### src/design/lspf_pkg.sv
`timescale 1ns / 1ps
// ----------------------------------------------------------------------------
// lspf_pkg
// shared types, constants and helpers of the scan packet framer
// ----------------------------------------------------------------------------
package lspf_pkg;

    // defaults for top-level parameters
    localparam int SamplesPerPacketDefault = 12;
    localparam int CmdDepthDefault         = 4;

    // packet constants
    localparam logic [7:0] Preamble   = 8'h54;
    localparam logic [7:0] CrcPoly    = 8'h4D;
    localparam logic [7:0] LenVersion = 8'h20;

    // full turn in centidegrees q16.16, and twice that, 33 bits wide
    localparam logic [32:0] FullTurn  = 33'd2359296000;
    localparam logic [32:0] TwoTurns  = 33'd4718592000;

    // configuration register indexes
    localparam int CfgIndexWidth = 3;
    localparam int CfgDataWidth  = 32;
    localparam logic [CfgIndexWidth-1:0] CfgAngularRate = 3'd0;
    localparam logic [CfgIndexWidth-1:0] CfgAngleStep   = 3'd1;
    localparam logic [CfgIndexWidth-1:0] CfgMaxRange    = 3'd2;
    localparam logic [CfgIndexWidth-1:0] CfgConfidence  = 3'd3;

    // configuration reset values
    localparam logic [15:0] AngularRateReset = 16'd2152;
    localparam logic [31:0] AngleStepReset   = 32'd3134077;
    localparam logic [15:0] MaxRangeReset    = 16'd12000;
    localparam logic [7:0]  ConfidenceReset  = 8'd29;

    // byte positions of a packet, as walked by the back end
    localparam logic [3:0] StepPreamble = 4'd0;
    localparam logic [3:0] StepLength   = 4'd1;
    localparam logic [3:0] StepRateLo   = 4'd2;
    localparam logic [3:0] StepRateHi   = 4'd3;
    localparam logic [3:0] StepStartLo  = 4'd4;
    localparam logic [3:0] StepStartHi  = 4'd5;
    localparam logic [3:0] StepDistLo   = 4'd6;
    localparam logic [3:0] StepDistHi   = 4'd7;
    localparam logic [3:0] StepConf     = 4'd8;
    localparam logic [3:0] StepEndLo    = 4'd9;
    localparam logic [3:0] StepEndHi    = 4'd10;
    localparam logic [3:0] StepTsLo     = 4'd11;
    localparam logic [3:0] StepTsHi     = 4'd12;
    localparam logic [3:0] StepCrc      = 4'd13;

    // one classified sample, front to back
    typedef struct packed {
        logic        hdr;
        logic        trl;
        logic [15:0] start_cd;
        logic [15:0] end_cd;
        logic [15:0] dist_mm;
        logic [7:0]  conf;
    } cmd_t;

    // back end status for checks
    typedef struct packed {
        logic       active;
        logic [3:0] step;
    } back_stat_t;

    // samples per packet, held to 2..31
    function automatic logic [4:0] clamp_samples(input int n);
        logic [4:0] r;
        if (n < 2) r = 5'd2;
        else if (n > 31) r = 5'd31;
        else r = 5'(n);
        return r;
    endfunction

    // crc-8 msb first over one byte
    function automatic logic [7:0] crc_byte(input logic [7:0] crc, input logic [7:0] b);
        logic [7:0] c;
        c = crc ^ b;
        for (int i = 0; i < 8; i++) begin
            if (c[7]) c = {c[6:0], 1'b0} ^ CrcPoly;
            else      c = {c[6:0], 1'b0};
        end
        return c;
    endfunction

endpackage

### src/design/lidar_scan_packet_framer.sv
`timescale 1ns / 1ps
// ----------------------------------------------------------------------------
// lidar_scan_packet_framer
// turns distance samples into the byte stream of rotating-lidar scan packets
// ----------------------------------------------------------------------------
// usage
//   input queue: drive distance_mm and push; a request is taken when full is
//   low. one request is one distance sample in millimetres.
//   output queue: while empty is low, out_byte/pkt_last hold the oldest
//   byte; pop takes it. pkt_last marks the crc byte closing a packet.
//   config: cfg_we/cfg_index/cfg_data write a register; the block does not
//   check that it is idle, the user must. 0 rate, 1 angle step, 2 max range, 3 confidence.
// timing
//   with the back end idle, the first byte of a sample goes through the
//   command queue and then the output register before it is on the output.
//   a sample makes 3 bytes, 9 with the header (first of a packet) or 8 with
//   the trailer (last of a packet); the back end byte walker sends bytes one
//   per cycle unless pop or the queue stalls; n samples make a packet of 3n + 11 bytes.
//   the front takes a new sample every cycle until the command queue fills.
// reset
//   angle, packet position and crc clear, registers load defaults, queues
//   empty.
// stall
//   when pop stays low the output register holds, the byte walker waits,
//   the command queue fills and full rises; nothing is lost.
// ----------------------------------------------------------------------------
module lidar_scan_packet_framer #(
    parameter int SAMPLES_PER_PACKET = lspf_pkg::SamplesPerPacketDefault,
    parameter int CMD_DEPTH          = lspf_pkg::CmdDepthDefault
) (
    input  logic                                clk,
    input  logic                                rst_n,
    // input queue
    input  logic                                push,
    output logic                                full,
    input  logic [15:0]                         distance_mm,
    // output queue
    output logic                                empty,
    input  logic                                pop,
    output logic [7:0]                          out_byte,
    output logic                                pkt_last,
    // configuration
    input  logic                                cfg_we,
    input  logic [lspf_pkg::CfgIndexWidth-1:0]  cfg_index,
    input  logic [lspf_pkg::CfgDataWidth-1:0]   cfg_data
);

    localparam logic [4:0] NSamp = lspf_pkg::clamp_samples(SAMPLES_PER_PACKET);
    localparam int CntWidth = $clog2(CMD_DEPTH+1);

    // configuration registers
    logic [15:0] angular_rate_reg;
    logic [31:0] angle_step_reg;
    logic [15:0] max_range_reg;
    logic [7:0]  confidence_reg;

    always_ff @(posedge clk or negedge rst_n)
    begin
        if (!rst_n)
        begin
            angular_rate_reg <= lspf_pkg::AngularRateReset;
            angle_step_reg   <= lspf_pkg::AngleStepReset;
            max_range_reg    <= lspf_pkg::MaxRangeReset;
            confidence_reg   <= lspf_pkg::ConfidenceReset;
        end
        else if (cfg_we)
        begin
            // indexes past the list are dropped
            unique case (cfg_index)
                lspf_pkg::CfgAngularRate: angular_rate_reg <= cfg_data[15:0];
                lspf_pkg::CfgAngleStep:   angle_step_reg   <= cfg_data[31:0];
                lspf_pkg::CfgMaxRange:    max_range_reg    <= cfg_data[15:0];
                lspf_pkg::CfgConfidence:  confidence_reg   <= cfg_data[7:0];
                default: ;
            endcase
        end
    end

    // front to queue
    logic                  accept;
    lspf_pkg::cmd_t        front_cmd;
    logic [4:0]            front_pos;

    // queue to back
    lspf_pkg::cmd_t        head_cmd;
    logic                  head_valid;
    logic                  head_pop;
    logic                  fifo_full;
    logic [CntWidth-1:0]   fifo_count;

    // back status
    logic                  out_valid;
    lspf_pkg::back_stat_t  back_stat;

    // sample request taken when there is room for its command
    assign accept = push && !fifo_full;
    assign full   = fifo_full;
    assign empty  = !out_valid;

    lspf_front #(
        .SAMPLES_PER_PACKET (SAMPLES_PER_PACKET)
    ) u_front (
        .clk              (clk),
        .rst_n            (rst_n),
        .accept           (accept),
        .distance_mm      (distance_mm),
        .angle_step       (angle_step_reg),
        .max_range_mm     (max_range_reg),
        .confidence_value (confidence_reg),
        .cmd              (front_cmd),
        .position         (front_pos)
    );

    lspf_cmd_fifo #(
        .DEPTH (CMD_DEPTH)
    ) u_cmd_fifo (
        .clk       (clk),
        .rst_n     (rst_n),
        .wr_en     (accept),
        .wr_data   (front_cmd),
        .rd_en     (head_pop),
        .rd_data   (head_cmd),
        .not_empty (head_valid),
        .is_full   (fifo_full),
        .count     (fifo_count)
    );

    lspf_back #(
        .SAMPLES_PER_PACKET (SAMPLES_PER_PACKET)
    ) u_back (
        .clk              (clk),
        .rst_n            (rst_n),
        .cmd              (head_cmd),
        .cmd_valid        (head_valid),
        .cmd_pop          (head_pop),
        .angular_rate_dps (angular_rate_reg),
        .pop              (pop),
        .out_valid        (out_valid),
        .out_byte         (out_byte),
        .pkt_last         (pkt_last),
        .stat             (back_stat)
    );

    // checks

    // packet position always inside the packet
    a_pos_bound: assert property (@(posedge clk) disable iff (!rst_n)
        front_pos < NSamp)
        else $error("packet position out of range");

    // a command being walked stays at the queue head
    a_active_has_cmd: assert property (@(posedge clk) disable iff (!rst_n)
        back_stat.active |-> (fifo_count != '0))
        else $error("byte walker active without a command");

    // an accepted sample lands in the queue
    a_accept_queued: assert property (@(posedge clk) disable iff (!rst_n)
        accept |=> (fifo_count != '0))
        else $error("accepted sample missing from queue");

    // walker never runs past the crc byte
    a_step_bound: assert property (@(posedge clk) disable iff (!rst_n)
        back_stat.active |-> (back_stat.step <= lspf_pkg::StepCrc))
        else $error("byte walker past end of packet");

endmodule

### src/design/lspf_front.sv
`timescale 1ns / 1ps
// ----------------------------------------------------------------------------
// lspf_front
// accepts samples, tracks angle and packet position, builds commands
// ----------------------------------------------------------------------------
module lspf_front #(
    parameter int SAMPLES_PER_PACKET = lspf_pkg::SamplesPerPacketDefault
) (
    input  logic                 clk,
    input  logic                 rst_n,
    input  logic                 accept,
    input  logic [15:0]          distance_mm,
    input  logic [31:0]          angle_step,
    input  logic [15:0]          max_range_mm,
    input  logic [7:0]           confidence_value,
    output lspf_pkg::cmd_t       cmd,
    output logic [4:0]           position
);

    localparam logic [4:0] NSamp = lspf_pkg::clamp_samples(SAMPLES_PER_PACKET);

    logic [31:0] angle_reg, angle_next;
    logic [4:0]  pos_reg, pos_next;
    logic [32:0] sum;
    logic        trl;
    logic        over;

    // sum stays below three turns, so at most one of two corrections
    always_comb
    begin
        sum = {1'b0, angle_reg} + {1'b0, angle_step};
        if (sum >= lspf_pkg::TwoTurns)
            angle_next = 32'(sum - lspf_pkg::TwoTurns);
        else if (sum >= lspf_pkg::FullTurn)
            angle_next = 32'(sum - lspf_pkg::FullTurn);
        else
            angle_next = sum[31:0];
    end

    assign trl      = (pos_reg == NSamp - 5'd1);
    assign pos_next = trl ? 5'd0 : pos_reg + 5'd1;
    assign over     = (distance_mm > max_range_mm);

    always_comb
    begin
        cmd.hdr      = (pos_reg == 5'd0);
        cmd.trl      = trl;
        cmd.start_cd = angle_reg[31:16];
        cmd.end_cd   = angle_next[31:16];
        cmd.dist_mm  = over ? 16'd0 : distance_mm;
        cmd.conf     = over ? 8'd0 : confidence_value;
    end

    assign position = pos_reg;

    always_ff @(posedge clk or negedge rst_n)
    begin
        if (!rst_n)
        begin
            angle_reg <= '0;
            pos_reg   <= '0;
        end
        else if (accept)
        begin
            angle_reg <= angle_next;
            pos_reg   <= pos_next;
        end
    end

endmodule

### src/design/lspf_cmd_fifo.sv
`timescale 1ns / 1ps
// ----------------------------------------------------------------------------
// lspf_cmd_fifo
// short command queue between front and back
// ----------------------------------------------------------------------------
module lspf_cmd_fifo #(
    parameter int DEPTH = lspf_pkg::CmdDepthDefault
) (
    input  logic                         clk,
    input  logic                         rst_n,
    input  logic                         wr_en,
    input  lspf_pkg::cmd_t               wr_data,
    input  logic                         rd_en,
    output lspf_pkg::cmd_t               rd_data,
    output logic                         not_empty,
    output logic                         is_full,
    output logic [$clog2(DEPTH+1)-1:0]   count
);

    localparam int PtrWidth = (DEPTH > 1) ? $clog2(DEPTH) : 1;
    localparam int CntWidth = $clog2(DEPTH+1);
    localparam logic [PtrWidth-1:0] LastPtr = PtrWidth'(DEPTH - 1);
    localparam logic [CntWidth-1:0] FullCnt = CntWidth'(DEPTH);

    lspf_pkg::cmd_t           entry_reg [DEPTH];
    logic [PtrWidth-1:0]      wr_ptr_reg, rd_ptr_reg;
    logic [CntWidth-1:0]      count_reg, count_next;

    assign rd_data   = entry_reg[rd_ptr_reg];
    assign not_empty = (count_reg != '0);
    assign is_full   = (count_reg == FullCnt);
    assign count     = count_reg;

    always_comb
    begin
        count_next = count_reg;
        if (wr_en && !rd_en)      count_next = count_reg + CntWidth'(1);
        else if (!wr_en && rd_en) count_next = count_reg - CntWidth'(1);
    end

    always_ff @(posedge clk)
    begin
        if (wr_en) entry_reg[wr_ptr_reg] <= wr_data;
    end

    always_ff @(posedge clk or negedge rst_n)
    begin
        if (!rst_n)
        begin
            wr_ptr_reg <= '0;
            rd_ptr_reg <= '0;
            count_reg  <= '0;
        end
        else
        begin
            if (wr_en) wr_ptr_reg <= (wr_ptr_reg == LastPtr) ? '0 : wr_ptr_reg + PtrWidth'(1);
            if (rd_en) rd_ptr_reg <= (rd_ptr_reg == LastPtr) ? '0 : rd_ptr_reg + PtrWidth'(1);
            count_reg <= count_next;
        end
    end

endmodule

### src/design/lspf_back.sv
`timescale 1ns / 1ps
// ----------------------------------------------------------------------------
// lspf_back
// walks the bytes of each command, keeps the crc, drives the output register
// ----------------------------------------------------------------------------
module lspf_back #(
    parameter int SAMPLES_PER_PACKET = lspf_pkg::SamplesPerPacketDefault
) (
    input  logic                  clk,
    input  logic                  rst_n,
    input  lspf_pkg::cmd_t        cmd,
    input  logic                  cmd_valid,
    output logic                  cmd_pop,
    input  logic [15:0]           angular_rate_dps,
    input  logic                  pop,
    output logic                  out_valid,
    output logic [7:0]            out_byte,
    output logic                  pkt_last,
    output lspf_pkg::back_stat_t  stat
);

    localparam logic [4:0] NSamp = lspf_pkg::clamp_samples(SAMPLES_PER_PACKET);

    logic       active_reg;
    logic [3:0] step_reg;
    logic [7:0] crc_reg;
    logic       out_valid_reg;
    logic [7:0] out_byte_reg;
    logic       pkt_last_reg;

    logic [3:0] cur_step, last_step;
    logic [7:0] crc_in, byte_val;
    logic       slot_free, emit, is_crc;

    assign cur_step  = active_reg ? step_reg
                     : (cmd.hdr ? lspf_pkg::StepPreamble : lspf_pkg::StepDistLo);
    assign last_step = cmd.trl ? lspf_pkg::StepCrc : lspf_pkg::StepConf;
    assign slot_free = !out_valid_reg || pop;
    assign emit      = cmd_valid && slot_free;
    assign cmd_pop   = emit && (cur_step == last_step);
    assign is_crc    = (cur_step == lspf_pkg::StepCrc);
    assign crc_in    = (cur_step == lspf_pkg::StepPreamble) ? 8'd0 : crc_reg;

    always_comb
    begin
        unique case (cur_step)
            lspf_pkg::StepPreamble: byte_val = lspf_pkg::Preamble;
            lspf_pkg::StepLength:   byte_val = lspf_pkg::LenVersion | {3'd0, NSamp};
            lspf_pkg::StepRateLo:   byte_val = angular_rate_dps[7:0];
            lspf_pkg::StepRateHi:   byte_val = angular_rate_dps[15:8];
            lspf_pkg::StepStartLo:  byte_val = cmd.start_cd[7:0];
            lspf_pkg::StepStartHi:  byte_val = cmd.start_cd[15:8];
            lspf_pkg::StepDistLo:   byte_val = cmd.dist_mm[7:0];
            lspf_pkg::StepDistHi:   byte_val = cmd.dist_mm[15:8];
            lspf_pkg::StepConf:     byte_val = cmd.conf;
            lspf_pkg::StepEndLo:    byte_val = cmd.end_cd[7:0];
            lspf_pkg::StepEndHi:    byte_val = cmd.end_cd[15:8];
            lspf_pkg::StepCrc:      byte_val = crc_in;
            default:                byte_val = 8'd0;
        endcase
    end

    always_ff @(posedge clk or negedge rst_n)
    begin
        if (!rst_n)
        begin
            active_reg    <= 1'b0;
            step_reg      <= lspf_pkg::StepPreamble;
            crc_reg       <= '0;
            out_valid_reg <= 1'b0;
        end
        else
        begin
            if (emit)
            begin
                active_reg    <= !cmd_pop;
                step_reg      <= cur_step + 4'd1;
                crc_reg       <= is_crc ? 8'd0 : lspf_pkg::crc_byte(crc_in, byte_val);
                out_valid_reg <= 1'b1;
            end
            else if (pop)
            begin
                out_valid_reg <= 1'b0;
            end
        end
    end

    // payload, no reset
    always_ff @(posedge clk)
    begin
        if (emit)
        begin
            out_byte_reg <= byte_val;
            pkt_last_reg <= is_crc;
        end
    end

    assign out_valid   = out_valid_reg;
    assign out_byte    = out_byte_reg;
    assign pkt_last    = pkt_last_reg;
    assign stat.active = active_reg;
    assign stat.step   = step_reg;

endmodule
### config.mk
export PLATFORM = sky130hd
export DESIGN_NAME = lidar_scan_packet_framer
export DESIGN_NICKNAME = d
export VERILOG_FILES = /design/src/design/lspf_pkg.sv /design/src/design/lidar_scan_packet_framer.sv /design/src/design/lspf_front.sv /design/src/design/lspf_cmd_fifo.sv /design/src/design/lspf_back.sv
export SDC_FILE = /design/constraint.sdc
export NUM_CORES = 1
export LEC_CHECK = 0
export ABC_AREA = 1
export BUFFER_PORTS_ARGS = -buffer_cell sky130_fd_sc_hd__buf_2
export CAP_MARGIN = 0
export CORE_AREA = 8 8 189 191
export DETAILED_ROUTE_END_ITERATION = 8
export DIE_AREA = 0 0 197 199
export PLACE_DENSITY = 0.82
export SLEW_MARGIN = 25
export SYNTH_ARGS = -nofsm -noshare
export SYNTH_HDL_FRONTEND = slang
export SYNTH_HIERARCHICAL = 1
export SYNTH_SLANG_ARGS = --single-unit
### constraint.sdc
create_clock -name clk -period 8.7 [get_ports clk]
set_clock_uncertainty 0.15 [all_clocks]
set_input_delay 1.74 -clock clk [delete_from_list [all_inputs] [get_ports clk]]
set_output_delay 1.74 -clock clk [all_outputs]
set_load 0.005 [all_outputs]
* Word level (Yosys, flattened, before mapping)
Memory sizes are Yosys's and may differ from the RTL's.
Cells that the tools add are included.
Widths: inputs -> output; s select.
** Word-level totals
- Memories kept :: 1
- Output and inout port bits :: 11
- Bits in writable memories :: 232
- Word-level logic and storage cells :: 110
- Input port bits :: 56
- Bits in registers :: 139
** Memory list
- u_cmd_fifo.entry_reg :: depth 4, bits a word 58, rd ports 1, clocked after memory_dff 0, write ports 1, RTL line lspf_cmd_fifo.sv:25 : lspf_pkg::cmd_t entry_reg [DEPTH];
** Cells by class
- Multiplexer cells :: 34
- Add/subtract/negate cells :: 9
- Eq/ne operators :: 19
- Magnitude comparators :: 3
- Bitwise gates (word level) :: 9
- Reductions and logical operators :: 20
** Operators by type and width (count)
- $pmux 8 s12 :: 1
- $mux 8 :: 10
- $mux 32 :: 2
- $mux 7 :: 8
- $add 32x32->33 :: 1
- $ge 33x32->1 const B :: 1
- $ge 33x33->1 const B :: 1
- $not 4->4 :: 8
- $sub 32x29->32 const B :: 1
- $sub 32x32->32 const B :: 1
- $eq 4x3->1 const B :: 4
- $eq 4x4->1 const B :: 4
- $gt 16x16->1 :: 1
- $mux 16 :: 1
- $mux 3 :: 4
- $eq 4x2->1 const B :: 2
- $reduce_and 2->1 :: 4
- $xor 8x8->8 :: 1
- $eq 3x2->1 const B :: 2
- $add 5x1->5 const B :: 1
- $eq 5x4->1 const B :: 1
- $logic_and 1x1->1 :: 5
- $logic_not 5->1 :: 1
- $mux 5 :: 1
- other kinds (18) :: 28

* Depth between registers and ports, before layout
An unclocked memory read counts as a cell.
- Depth after elaboration :: 31
- Depth in mapped cells :: 25

* By module
Netlist, hierarchy kept.
** Modules (own cells, without submodules)
- lspf_cmd_fifo :: area each 9560.4 um2, cells each 730, seq. area each 7141.8 um2, instances 1
- lspf_front :: area each 6065.8 um2, cells each 1069, seq. area each 925.9 um2, instances 1
- lidar_scan_packet_framer :: area each 2960.3 um2, cells each 324, seq. area each 1839.3 um2, instances 1
- lspf_back :: area each 2452.4 um2, cells each 409, seq. area each 620.6 um2, instances 1

* Worst setup path before layout
Ideal clock, no wire load.
- Kind :: input port to flip-flop
- Start point :: input port push
- End point :: memory u_cmd_fifo/entry_reg[0][0] (netlist bit) (enable)
- Path buffers :: 0
- Stages on the path :: 4
- Setup slack :: 4708 ps
- Arrival time :: 3429 ps
- Library setup time :: 412 ps
- Data required time :: 8138 ps
- Path through :: inv_1 > nor2_1 > nand2_1 > inv_1
** Between the ends
- Word-level cells in the longest chain between the ends :: 3
** RTL lines
- start, declared :: RTL line lidar_scan_packet_framer.sv:34 : input logic push,
- $logic_and 1x1->1 :: RTL line lidar_scan_packet_framer.sv:96 : assign accept = push && !fifo_full;
- via accept :: RTL line lidar_scan_packet_framer.sv:80 : logic accept;
- $mux 1 :: RTL line lspf_cmd_fifo.sv:43 : if (wr_en) entry_reg[wr_ptr_reg] <= wr_data;
- $mux 1 (implied by the code) :: RTL line lspf_cmd_fifo.sv:43
- end, declared :: RTL line lspf_cmd_fifo.sv:25
The timed path passes the listed nets, and every way through them passes these cells.

==> qor.csv <==
metric;value;unit
critPathMaxFanout;117;
viasPerCell;5.52;
p_int;5.01;mW
antenna_found_initial;0;
cts_setup_buffers;0;
irDropWorstVdd;0.221;mV
dieArea;39200;µm²
grt_pass1_vias;15900;
worst_setup_path_start_kind;flip-flop;
clockBufferDepth;3;
hp-class;flip-flop to flip-flop;
p_leak;11.0;nW
power;9.49;mW
worst-r2r-cell-count;16;
maxSlewHeadroom;36.0;%
cp_data_required_time;8.98;ns
hpwlAfterDp;37900;µm
setup_viol;0;
finalHoldViolations;0;
ctsResizeCount;0;
r2r-start;u_cmd_fifo/rd_ptr_reg[0];
fmax;222;MHz
powerDensity;420;nW/µm²
cts_made_buffers;39;
hold_slack;0.313;ns
die_h;199;µm
period_share;51.8;%
core-area;32900;µm²
htreeDepth;2;
syn_area;21000;µm²
num-fill-cells;2678;
slew_violations;0;
grt_max_degree;118;
finalWirelength;53400;µm
cts_sinks;371;
avgSynthCellArea;8.31;µm²
portBuffers;66;
fin_crit;4.50;ns
grt_setup_unrepaired;no;
r2r-end;u_cmd_fifo/count[1];
fin_nets;2659;
min_path_cells;2;
layout_common_cells;nand2_1 (930), inv_1 (345), edfxtp_1 (241);
pwr-share-seq;31.5;%
tns;0;ns
arrival;4.79;ns
drc_errors;0;
wl_per_cell;17.7;µm
post_route_cells_drive_above_1_share;12.4;%
grt_use_total;27.4;%
hold_end;angle_step_reg[2];
critPathKind;flip-flop to flip-flop;
worstSetupEndpointType;flip-flop;
pin_count;67;
clock-root-buffer;clkbuf_16;
p_comb_share;51.6;%
die_w;197;µm
syn_nets;2647;
via_count;16700;
grt_pass1_wl;84200;µm
overflow;0;
ys_warn_count;6;
cts_tree;yes;
place.gp.congestion;0.960;
initial_utilization;64.0;%
r2r_slack;4.20;ns
max_cap_viol_count;0;
antenna_left;0;
worstMarginPinSlew;0.959;ns
core.rowCount;67;
outcome;complete, no violations;
layout_commonest_cell;nand2_1;
clkPwrFrac;16.9;%
largest_reg_flops;232;
n_antenna_cell;0;
area_growth;7.44;%
p_sw;4.48;mW
postSynthCellCount;2531;
cts_hold_buffers;0;
clkTransAtPathRegs;0.06;ns
drt_iter0_drc;1500;
first_pass_iters;6;
clock_latency;0.54;ns
swShare;47.2;%
hold_path_startpoint;angle_step_reg[2];
-- power groups by stage --
stage               Sequential [mW]  Clock [mW]  Combinational [mW]
floorplan                      2.88           0                3.91
global placement               2.99           0                4.66
detailed placement             3.01           0                4.82
CTS                            2.98        1.62                4.85
global route                   3.03        1.69                5.48
finish                         2.99        1.60                4.90
-- critical path, stage by stage, from the launching register on --
cell	delay, ns
dfrtp_1	0.43
inv_6	0.58
buf_6	0.68
o211ai_1	0.15
nand2_1	0.17
inv_2	0.06
nand2_4	0.10
nand3_4	0.13
nor2_4	0.22
nor2_1	0.09
a211oi_1	0.64
inv_1	0.10
ha_1	0.22
inv_1	0.09
fa_1	0.40
nand2_1	0.08
nand2_1	0.05
-- layout make-up --
cell class,count,area [µm²],area share [%]
inverter,378,1430,6.33
sequential,371,10500,46.6
clock buffer,54,1110,4.93
tap,448,561,2.48
clock inverter,17,126,0.559
multi-input combinational,1674,8390,37.1
timing repair buffer,79,442,1.95
-- layer usage --
layer / global-route usage (%) / up-vias / part of all wire, %
met5: 0 / - / 0
met4: 11.6 / 0 / 4.3
met3: 3.72 / 123 / 5.9
met2: 46.2 / 543 / 48
met1: 35.3 / 7842 / 42
li1: - / 8162 / -
-- worst max path at each step --
stage                        startpoint                          to  cells past startpoint
2_1_floorplan                      push  u_cmd_fifo/entry_reg[0][0]                      4
3_3_place_gp   u_cmd_fifo/rd_ptr_reg[0]         u_cmd_fifo/count[1]                     16
3_5_place_dp   u_cmd_fifo/rd_ptr_reg[0]         u_cmd_fifo/count[1]                     16
4_1_cts        u_cmd_fifo/rd_ptr_reg[0]         u_cmd_fifo/count[1]                     16
5_1_grt        u_cmd_fifo/rd_ptr_reg[0]         u_cmd_fifo/count[1]                     16
6_report       u_cmd_fifo/rd_ptr_reg[0]         u_cmd_fifo/count[1]                     16
-- metrics by stage --
step	std cells	util [%]	setup WS (ns)	cell area [µm²]
final	3021	68.8	4.20	22600
after global routing	3021	68.8	3.86	22600
after CTS	3021	68.7	3.94	22600
after detailed placement	2950	65.0	4.00	21300
after global placement	2950	65.0	4.24	21300
after floorplan	2531	-	4.71	21000
Note: power is estimated with default switching activity, not from simulation.
